## src/design/cad_pkg.sv

```systemverilog
// Shared opcodes, status codes, cell control struct and defaults for the deque.
`default_nettype none
package cad_pkg;

  localparam int DEPTH_DEFAULT = 16;
  localparam int DATA_W = 32;
  localparam int COUNT_W = 4;

  localparam logic [1:0] OP_PUSH_FRONT = 2'd0;
  localparam logic [1:0] OP_PUSH_REAR  = 2'd1;
  localparam logic [1:0] OP_POP_FRONT  = 2'd2;
  localparam logic [1:0] OP_POP_REAR   = 2'd3;

  localparam logic [1:0] ST_OK    = 2'd0;
  localparam logic [1:0] ST_FULL  = 2'd1;
  localparam logic [1:0] ST_EMPTY = 2'd2;

  localparam logic [DATA_W-1:0] POP_ERR_VALUE = '1;

  // one-cycle command broadcast to every cell
  typedef struct packed {
    logic push_front;
    logic push_rear;
    logic pop_front;
    logic pop_rear;
  } cell_ctrl_t;

endpackage
`default_nettype wire

```

## src/design/cad_cell.sv

```systemverilog
// One deque cell: holds one element, shifts with its neighbors, and carries the return lane.
`default_nettype none
module cad_cell (
  input  wire logic                      clk,
  input  wire logic                      rst,
  input  wire cad_pkg::cell_ctrl_t       ctrl,
  input  wire logic [cad_pkg::DATA_W-1:0] value,
  input  wire logic [cad_pkg::DATA_W-1:0] left_data,
  input  wire logic                      left_valid,
  input  wire logic [cad_pkg::DATA_W-1:0] right_data,
  input  wire logic                      right_valid,
  input  wire logic [cad_pkg::DATA_W-1:0] right_ret_data,
  input  wire logic                      right_ret_valid,
  output logic [cad_pkg::DATA_W-1:0]     data,
  output logic                           valid,
  output logic [cad_pkg::DATA_W-1:0]     ret_data,
  output logic                           ret_valid
);

  logic last;
  logic take;

  // rear element of the chain
  assign last = valid & ~right_valid;
  assign take = ctrl.pop_rear & last;

  always_ff @(posedge clk) begin
    if (rst) begin
      valid <= 1'b0;
    end else if (ctrl.push_front) begin
      valid <= left_valid;
    end else if (ctrl.push_rear) begin
      if (left_valid && !valid) begin
        valid <= 1'b1;
      end
    end else if (ctrl.pop_front) begin
      valid <= right_valid;
    end else if (take) begin
      valid <= 1'b0;
    end
  end

  always_ff @(posedge clk) begin
    if (ctrl.push_front) begin
      data <= left_data;
    end else if (ctrl.push_rear && left_valid && !valid) begin
      data <= value;
    end else if (ctrl.pop_front) begin
      data <= right_data;
    end
  end

  // return lane walks a popped rear value toward cell 0
  always_ff @(posedge clk) begin
    if (rst) begin
      ret_valid <= 1'b0;
    end else begin
      ret_valid <= take | right_ret_valid;
    end
  end

  always_ff @(posedge clk) begin
    ret_data <= take ? data : right_ret_data;
  end

endmodule
`default_nettype wire

```

## src/design/circular_array_deque.sv

```systemverilog
// Top level of the deque: request control, element counter and the row of cells.
// Push front, push rear, pop front and pop rear on an empty deque: result valid
// the cycle after the transfer in. Pop rear with elements stored: the popped
// value walks the return lane from the rear cell to cell 0, one cell per cycle,
// and is then registered as the result.
// The block takes no new request until the previous result is transferred out.
// Reset (rst, synchronous) empties the deque; cell contents are not cleared.
`default_nettype none
module circular_array_deque #(
  parameter int DEPTH = cad_pkg::DEPTH_DEFAULT
) (
  input  wire logic                              clk,
  input  wire logic                              rst,
  input  wire logic                              req_valid,
  output logic                                   req_stall,
  input  wire logic [1:0]                        opcode,
  input  wire logic signed [cad_pkg::DATA_W-1:0] value,
  output logic                                   rsp_valid,
  input  wire logic                              rsp_stall,
  output logic signed [cad_pkg::DATA_W-1:0]      popped_value,
  output logic [1:0]                             status,
  output logic [cad_pkg::COUNT_W-1:0]            count,
  output logic                                   is_empty,
  output logic                                   is_full
);

  localparam int N = DEPTH - 1;
  localparam int CW = (DEPTH > 2) ? $clog2(DEPTH) : 1;
  localparam int DW = cad_pkg::DATA_W;

  typedef enum logic [2:0] {
    S_IDLE     = 3'b001,
    S_POP_WAIT = 3'b010,
    S_OUT      = 3'b100
  } state_t;

  state_t state, state_next;

  logic [CW-1:0] cnt, cnt_next;
  logic          full, empty, accept, err;
  cad_pkg::cell_ctrl_t ctrl;

  logic [DW-1:0] cell_data  [N];
  logic          cell_valid [N];
  logic [DW-1:0] ret_data   [N];
  logic          ret_valid  [N];

  logic [CW+cad_pkg::COUNT_W-1:0] cnt_ext;

  assign full   = (cnt == CW'(N));
  assign empty  = (cnt == '0);
  assign accept = req_valid & ~req_stall;
  assign req_stall = (state != S_IDLE);
  assign rsp_valid = (state == S_OUT);

  always_comb begin
    err = 1'b0;
    case (opcode)
      cad_pkg::OP_PUSH_FRONT, cad_pkg::OP_PUSH_REAR: err = full;
      cad_pkg::OP_POP_FRONT, cad_pkg::OP_POP_REAR:   err = empty;
      default:                                       err = 1'b0;
    endcase
  end

  always_comb begin
    ctrl = '0;
    if (accept && !err) begin
      case (opcode)
        cad_pkg::OP_PUSH_FRONT: ctrl.push_front = 1'b1;
        cad_pkg::OP_PUSH_REAR:  ctrl.push_rear  = 1'b1;
        cad_pkg::OP_POP_FRONT:  ctrl.pop_front  = 1'b1;
        cad_pkg::OP_POP_REAR:   ctrl.pop_rear   = 1'b1;
        default:                ctrl = '0;
      endcase
    end
  end

  always_comb begin
    cnt_next = cnt;
    if (ctrl.push_front || ctrl.push_rear) begin
      cnt_next = cnt + CW'(1);
    end else if (ctrl.pop_front || ctrl.pop_rear) begin
      cnt_next = cnt - CW'(1);
    end
  end

  assign cnt_ext = {{cad_pkg::COUNT_W{1'b0}}, cnt_next};

  always_comb begin
    state_next = state;
    case (state)
      S_IDLE: begin
        if (accept) begin
          state_next = ctrl.pop_rear ? S_POP_WAIT : S_OUT;
        end
      end
      S_POP_WAIT: begin
        if (ret_valid[0]) begin
          state_next = S_OUT;
        end
      end
      S_OUT: begin
        if (!rsp_stall) begin
          state_next = S_IDLE;
        end
      end
      default: state_next = S_IDLE;
    endcase
  end

  always_ff @(posedge clk) begin
    if (rst) begin
      state <= S_IDLE;
      cnt   <= '0;
    end else begin
      state <= state_next;
      cnt   <= cnt_next;
    end
  end

  // result fields; count and flags are settled at the transfer in
  always_ff @(posedge clk) begin
    if (accept) begin
      count    <= cnt_ext[cad_pkg::COUNT_W-1:0];
      is_empty <= (cnt_next == '0);
      is_full  <= (cnt_next == CW'(N));
      if (err) begin
        popped_value <= (opcode inside {cad_pkg::OP_POP_FRONT, cad_pkg::OP_POP_REAR})
                        ? cad_pkg::POP_ERR_VALUE : '0;
        status <= (opcode inside {cad_pkg::OP_POP_FRONT, cad_pkg::OP_POP_REAR})
                  ? cad_pkg::ST_EMPTY : cad_pkg::ST_FULL;
      end else begin
        popped_value <= ctrl.pop_front ? cell_data[0] : '0;
        status       <= cad_pkg::ST_OK;
      end
    end else if (state == S_POP_WAIT && ret_valid[0]) begin
      popped_value <= ret_data[0];
    end
  end

  for (genvar i = 0; i < N; i++) begin : g_cell
    logic [DW-1:0] l_data, r_data, r_ret_data;
    logic          l_valid, r_valid, r_ret_valid;

    if (i == 0) begin : g_first
      assign l_data  = value;
      assign l_valid = 1'b1;
    end else begin : g_mid_l
      assign l_data  = cell_data[i-1];
      assign l_valid = cell_valid[i-1];
    end

    if (i == N - 1) begin : g_last
      assign r_data      = '0;
      assign r_valid     = 1'b0;
      assign r_ret_data  = '0;
      assign r_ret_valid = 1'b0;
    end else begin : g_mid_r
      assign r_data      = cell_data[i+1];
      assign r_valid     = cell_valid[i+1];
      assign r_ret_data  = ret_data[i+1];
      assign r_ret_valid = ret_valid[i+1];
    end

    cad_cell u_cell (
      .clk             (clk),
      .rst             (rst),
      .ctrl            (ctrl),
      .value           (value),
      .left_data       (l_data),
      .left_valid      (l_valid),
      .right_data      (r_data),
      .right_valid     (r_valid),
      .right_ret_data  (r_ret_data),
      .right_ret_valid (r_ret_valid),
      .data            (cell_data[i]),
      .valid           (cell_valid[i]),
      .ret_data        (ret_data[i]),
      .ret_valid       (ret_valid[i])
    );
  end

endmodule
`default_nettype wire

```

## config.mk

```make
export PLATFORM = sky130hd
export DESIGN_NAME = circular_array_deque
export DESIGN_NICKNAME = d
export VERILOG_FILES = /design/src/design/cad_pkg.sv /design/src/design/cad_cell.sv /design/src/design/circular_array_deque.sv
export SDC_FILE = /design/constraint.sdc
export NUM_CORES = 2
export LEC_CHECK = 0
export BUFFER_PORTS_ARGS = -buffer_cell sky130_fd_sc_hd__buf_2
export CAP_MARGIN = 30
export CORE_MARGIN = 4
export CORE_UTILIZATION = 55
export CTS_BUF_LIST = sky130_fd_sc_hd__clkbuf_4 sky130_fd_sc_hd__clkbuf_8
export DETAILED_ROUTE_END_ITERATION = 7
export PLACE_DENSITY = 0.78
export SYNTH_ARGS = -nofsm -noshare
export SYNTH_HDL_FRONTEND = slang
export SYNTH_SLANG_ARGS = --single-unit
```

## constraint.sdc

```tcl
create_clock -name clk -period 4.34 [get_ports clk]
set_clock_uncertainty 0.1 [all_clocks]
set_input_delay 0.651 -clock clk [delete_from_list [all_inputs] [get_ports clk]]
set_output_delay 0.651 -clock clk [all_outputs]
set_load 0.01 [all_outputs]
```

==> impl_metrics.py <==
metrics = {
    "status": {
        "status": "complete, no violations",
    },
    "detailed_routing": {
        "drt_iter0_drc": 2927,
        "routed_wl_um": 90540,
        "wl_met1_um": 40990,
        "firstDrtPassIters": 6,
        "drc": 0,
        "wl_per_cell_um": 17.86,
        "met3_length_um": 6435,
        "via_per_inst": 5.599,
        "num_vias": 28380,
        "wl_met2_um": 41850,
        "antenna_left": 0,
        "routed.top_layer": "met4",
    },
    "clocking": {
        "cts.path.max_buffers": 3,
        "cts_inserted_buffers": 156,
        "tritoncts": "yes",
        "clk_root_buffer_cell": "clkbuf_8",
        "cts_resized": 0,
        "clk_latency_ps": 800,
        "cts.clk_slew.worst_paths_ps": 60,
        "cts_setup_buffers": 0,
        "htreeDepth": 4,
        "cts.sinks": 1037,
        "ctsHoldBuffers": 0,
    },
    "timing": {
        "relSlewSlack": 0.3429,
        "tns_ps": 0,
        "setup_viol": 0,
        "worstMarginPinSlew_ps": 983.3,
        "timing.fmax_ghz": 0.3278,
        "period_minus_slack_ps": 3050,
        "slew_violations": 0,
        "fin_crit_sh": 0.7028,
        "hold_viol": 0,
        "rsz0062_at_grt": "no",
    },
    "floorplan": {
        "start_util": 0.5577,
        "die_w_um": 286.2,
        "io_pins": 80,
        "core_area_mm2": 0.07633,
        "die_area_mm2": 0.08190,
        "chipHeight_um": 286.2,
        "rows": 101,
    },
    "critical_path": {
        "critical_path_class": "flip-flop to flip-flop",
        "rr_worst_depth": 7,
        "r2r_end": "g_cell[13].u_cell.data[27]",
        "slowest_delay_ps": 470,
        "ff2ff_setup_slack_ps": 1290,
        "critical_path.cell_chain": "inv_1 > ha_1 > nand4bb_1 > nand3_2 > or2_1 > nand2_1 > buf_4",
        "critical_path_arrival_ps": 3410,
        "cp_max_fo": 21,
        "cp-end-kind": "flip-flop",
        "required_ps": 4700,
        "cp-start-kind": "flip-flop",
        "r2r-start": "cnt[0]",
        "cpMaxStageDelayCell": "nand2_1",
    },
    "global_routing": {
        "grt_usage": 0.2177,
        "grt_pass1_wl_um": 148900,
        "grt_overflow_total": 0,
        "grt_start_max_net_pins": 126,
        "grt_pass1_vias": 27769,
        "antenna_found_initial": 4,
    },
    "power_and_ir_drop": {
        "p_comb_frac": 0.072,
        "p_switching_mw": 4.877,
        "max-vdd-ir-drop_uv": 193.0,
        "power.leakage_nw": 18.45,
        "powerDensity_mw_per_mm2": 443.2,
        "p_clk_frac": 0.388,
        "intPower_mw": 15.87,
        "swShare": 0.2350,
        "seq_power_share": 0.540,
    },
    "place": {
        "dp.final_hpwl_um": 59780,
        "globalplace.congestion": 0.7782,
        "port_buffers": 79,
        "placed_cells": 4773,
    },
    "hold_path": {
        "hp-start": "rsp_stall",
        "hold_depth": 3,
        "hold_path.class": "input port to flip-flop",
        "min_to": "state[0]",
    },
    "finish": {
        "final_common_cell": "a21oi_1",
        "nNetsFinal": 3944,
        "layout-drive-gt1-share": 0.2121,
        "syn_to_final_growth_pct": 10.01,
        "fillers": 5839,
        "final_cell_mix": "a21oi_1, nand2_1, edfxtp_1, dfxtp_1, nor2_1",
        "final_cells": 5069,
    },
    "synth": {
        "async_reset_ff_frac": 0,
        "syn_nets": 3936,
        "syn_area_per_cell_um2": 10.93,
        "ys.flop_type": "edfxtp_1",
        "yosysSeqAreaShare": 0.6100,
        "synth-seq-cells": 1037,
        "ys_warn_count": 0,
        "synth_edf_count": 520,
        "syn_area_mm2": 0.04256,
        "ys_types": 57,
        "synth_cells": 3896,
    },
    "flow_run": {
        "max-cap-violations": 0,
    },
}
[cell families (layout without fill, tap and decap cells)]
group	count (synthesis)	after routing	share of synthesized area
multiplexers	480	480	0.1270
flip-flops	1037	1037	0.6100
other	0	4	0
buffers and inverters	306	445	0.03319
XOR/XNOR	2	2	0.0004116
adder cells (fa/ha/maj)	2	2	0.0005878
AND/OR/NAND/NOR	1200	1200	0.1162
AO/OA/AOI/OAI	869	869	0.1126
[flip-flops by register name, summed over array words and instances (netlist names)]
name	flops
g_cell.u_cell.data	480
g_cell.u_cell.ret_data	480
popped_value	32
g_cell.u_cell.ret_valid	15
g_cell.u_cell.valid	15
cnt	4
count	4
state	3
status	2
is_empty	1
is_full	1
[power by group through the flow]
stage	sequential [mW]	combinational [mW]	clock [mW]
finish	11.2	1.50	8.05
global route	11.2	1.67	8.67
CTS	11.2	1.49	8.19
detailed placement	11.4	1.48	0
global placement	11.4	1.41	0
floorplan	11.3	1.06	0
[synth_stat cells, drive strengths merged (11+ instances only)]
cell / count / area share
a21oi: 653 / 0.077
a22o: 32 / 0.0066
a2bb2oi: 12 / 0.0025
a311oi: 12 / 0.0025
a31oi: 132 / 0.019
and2: 32 / 0.0047
buf: 122 / 0.017
clkbuf: 173 / 0.015
dfxtp: 517 / 0.24
edfxtp: 520 / 0.37
inv: 11 / 0.00097
mux2: 480 / 0.13
nand2: 587 / 0.052
nand2b: 16 / 0.0024
nor2: 523 / 0.049
nor2b: 15 / 0.0022
o211ai: 12 / 0.0021
[worst max-delay path, delay by kind of cell (launching register included)]
kind / cells / cell delay [ps]
fa+ha+maj: 1 / 240
simple gates: 4 / 1480
flops: 1 / 370
buf+inv: 2 / 510
[how the worst max path moves through the flow]
stage / start / end / slack, ps / depth (start not counted)
2_1_floorplan: opcode[1] / g_cell[0].u_cell.data[0] / 1060 / 5
5_1_grt: cnt[0] / g_cell[13].u_cell.data[11] / 1120 / 7
6_report: cnt[0] / g_cell[13].u_cell.data[27] / 1290 / 7
3_5_place_dp: opcode[0] / g_cell[2].u_cell.data[28] / 890 / 8
3_3_place_gp: opcode[0] / g_cell[10].u_cell.data[22] / 940 / 8
4_1_cts: cnt[0] / g_cell[13].u_cell.data[9] / 1320 / 7
[cell type report]
cell class	count	area, µm²	share of cell area
inverters	11	41.29	0.0008818
well taps	1030	1289	0.02752
clock buffers	254	3014	0.06437
repair buffers	145	1061	0.02266
diodes	4	10.01	0.0002138
clock inverters	35	205.2	0.004382
multi-input cells	2553	15240	0.3255
flip-flops and latches	1037	25960	0.5545
[metal layers]
| metal | GRT usage | vias to the layer above |
|---|---|---|
| li1 | - | 13748 |
| met3 | 0.03693 | 112 |
| met1 | 0.3143 | 13409 |
| met2 | 0.3463 | 1111 |
| met5 | 0 | - |
| met4 | 0.05302 | 0 |
[per-stage QoR]
step           instance area, µm²  hold slack [ps]  setup WS, ps    util  power (mW)
2_1_floorplan               42560            310.4          1062       -       12.38
3_3_place_gp                43470            312.9         939.6  0.5695       12.79
3_5_place_dp                43540            318.5         894.2  0.5704       12.88
4_1_cts                     46750            32.42          1325  0.6126       20.87
5_1_grt                     46820            66.04          1122  0.6134       21.59
6_report                    46820            88.94          1290  0.6135       20.75
Power figures use the tool's default switching activity.
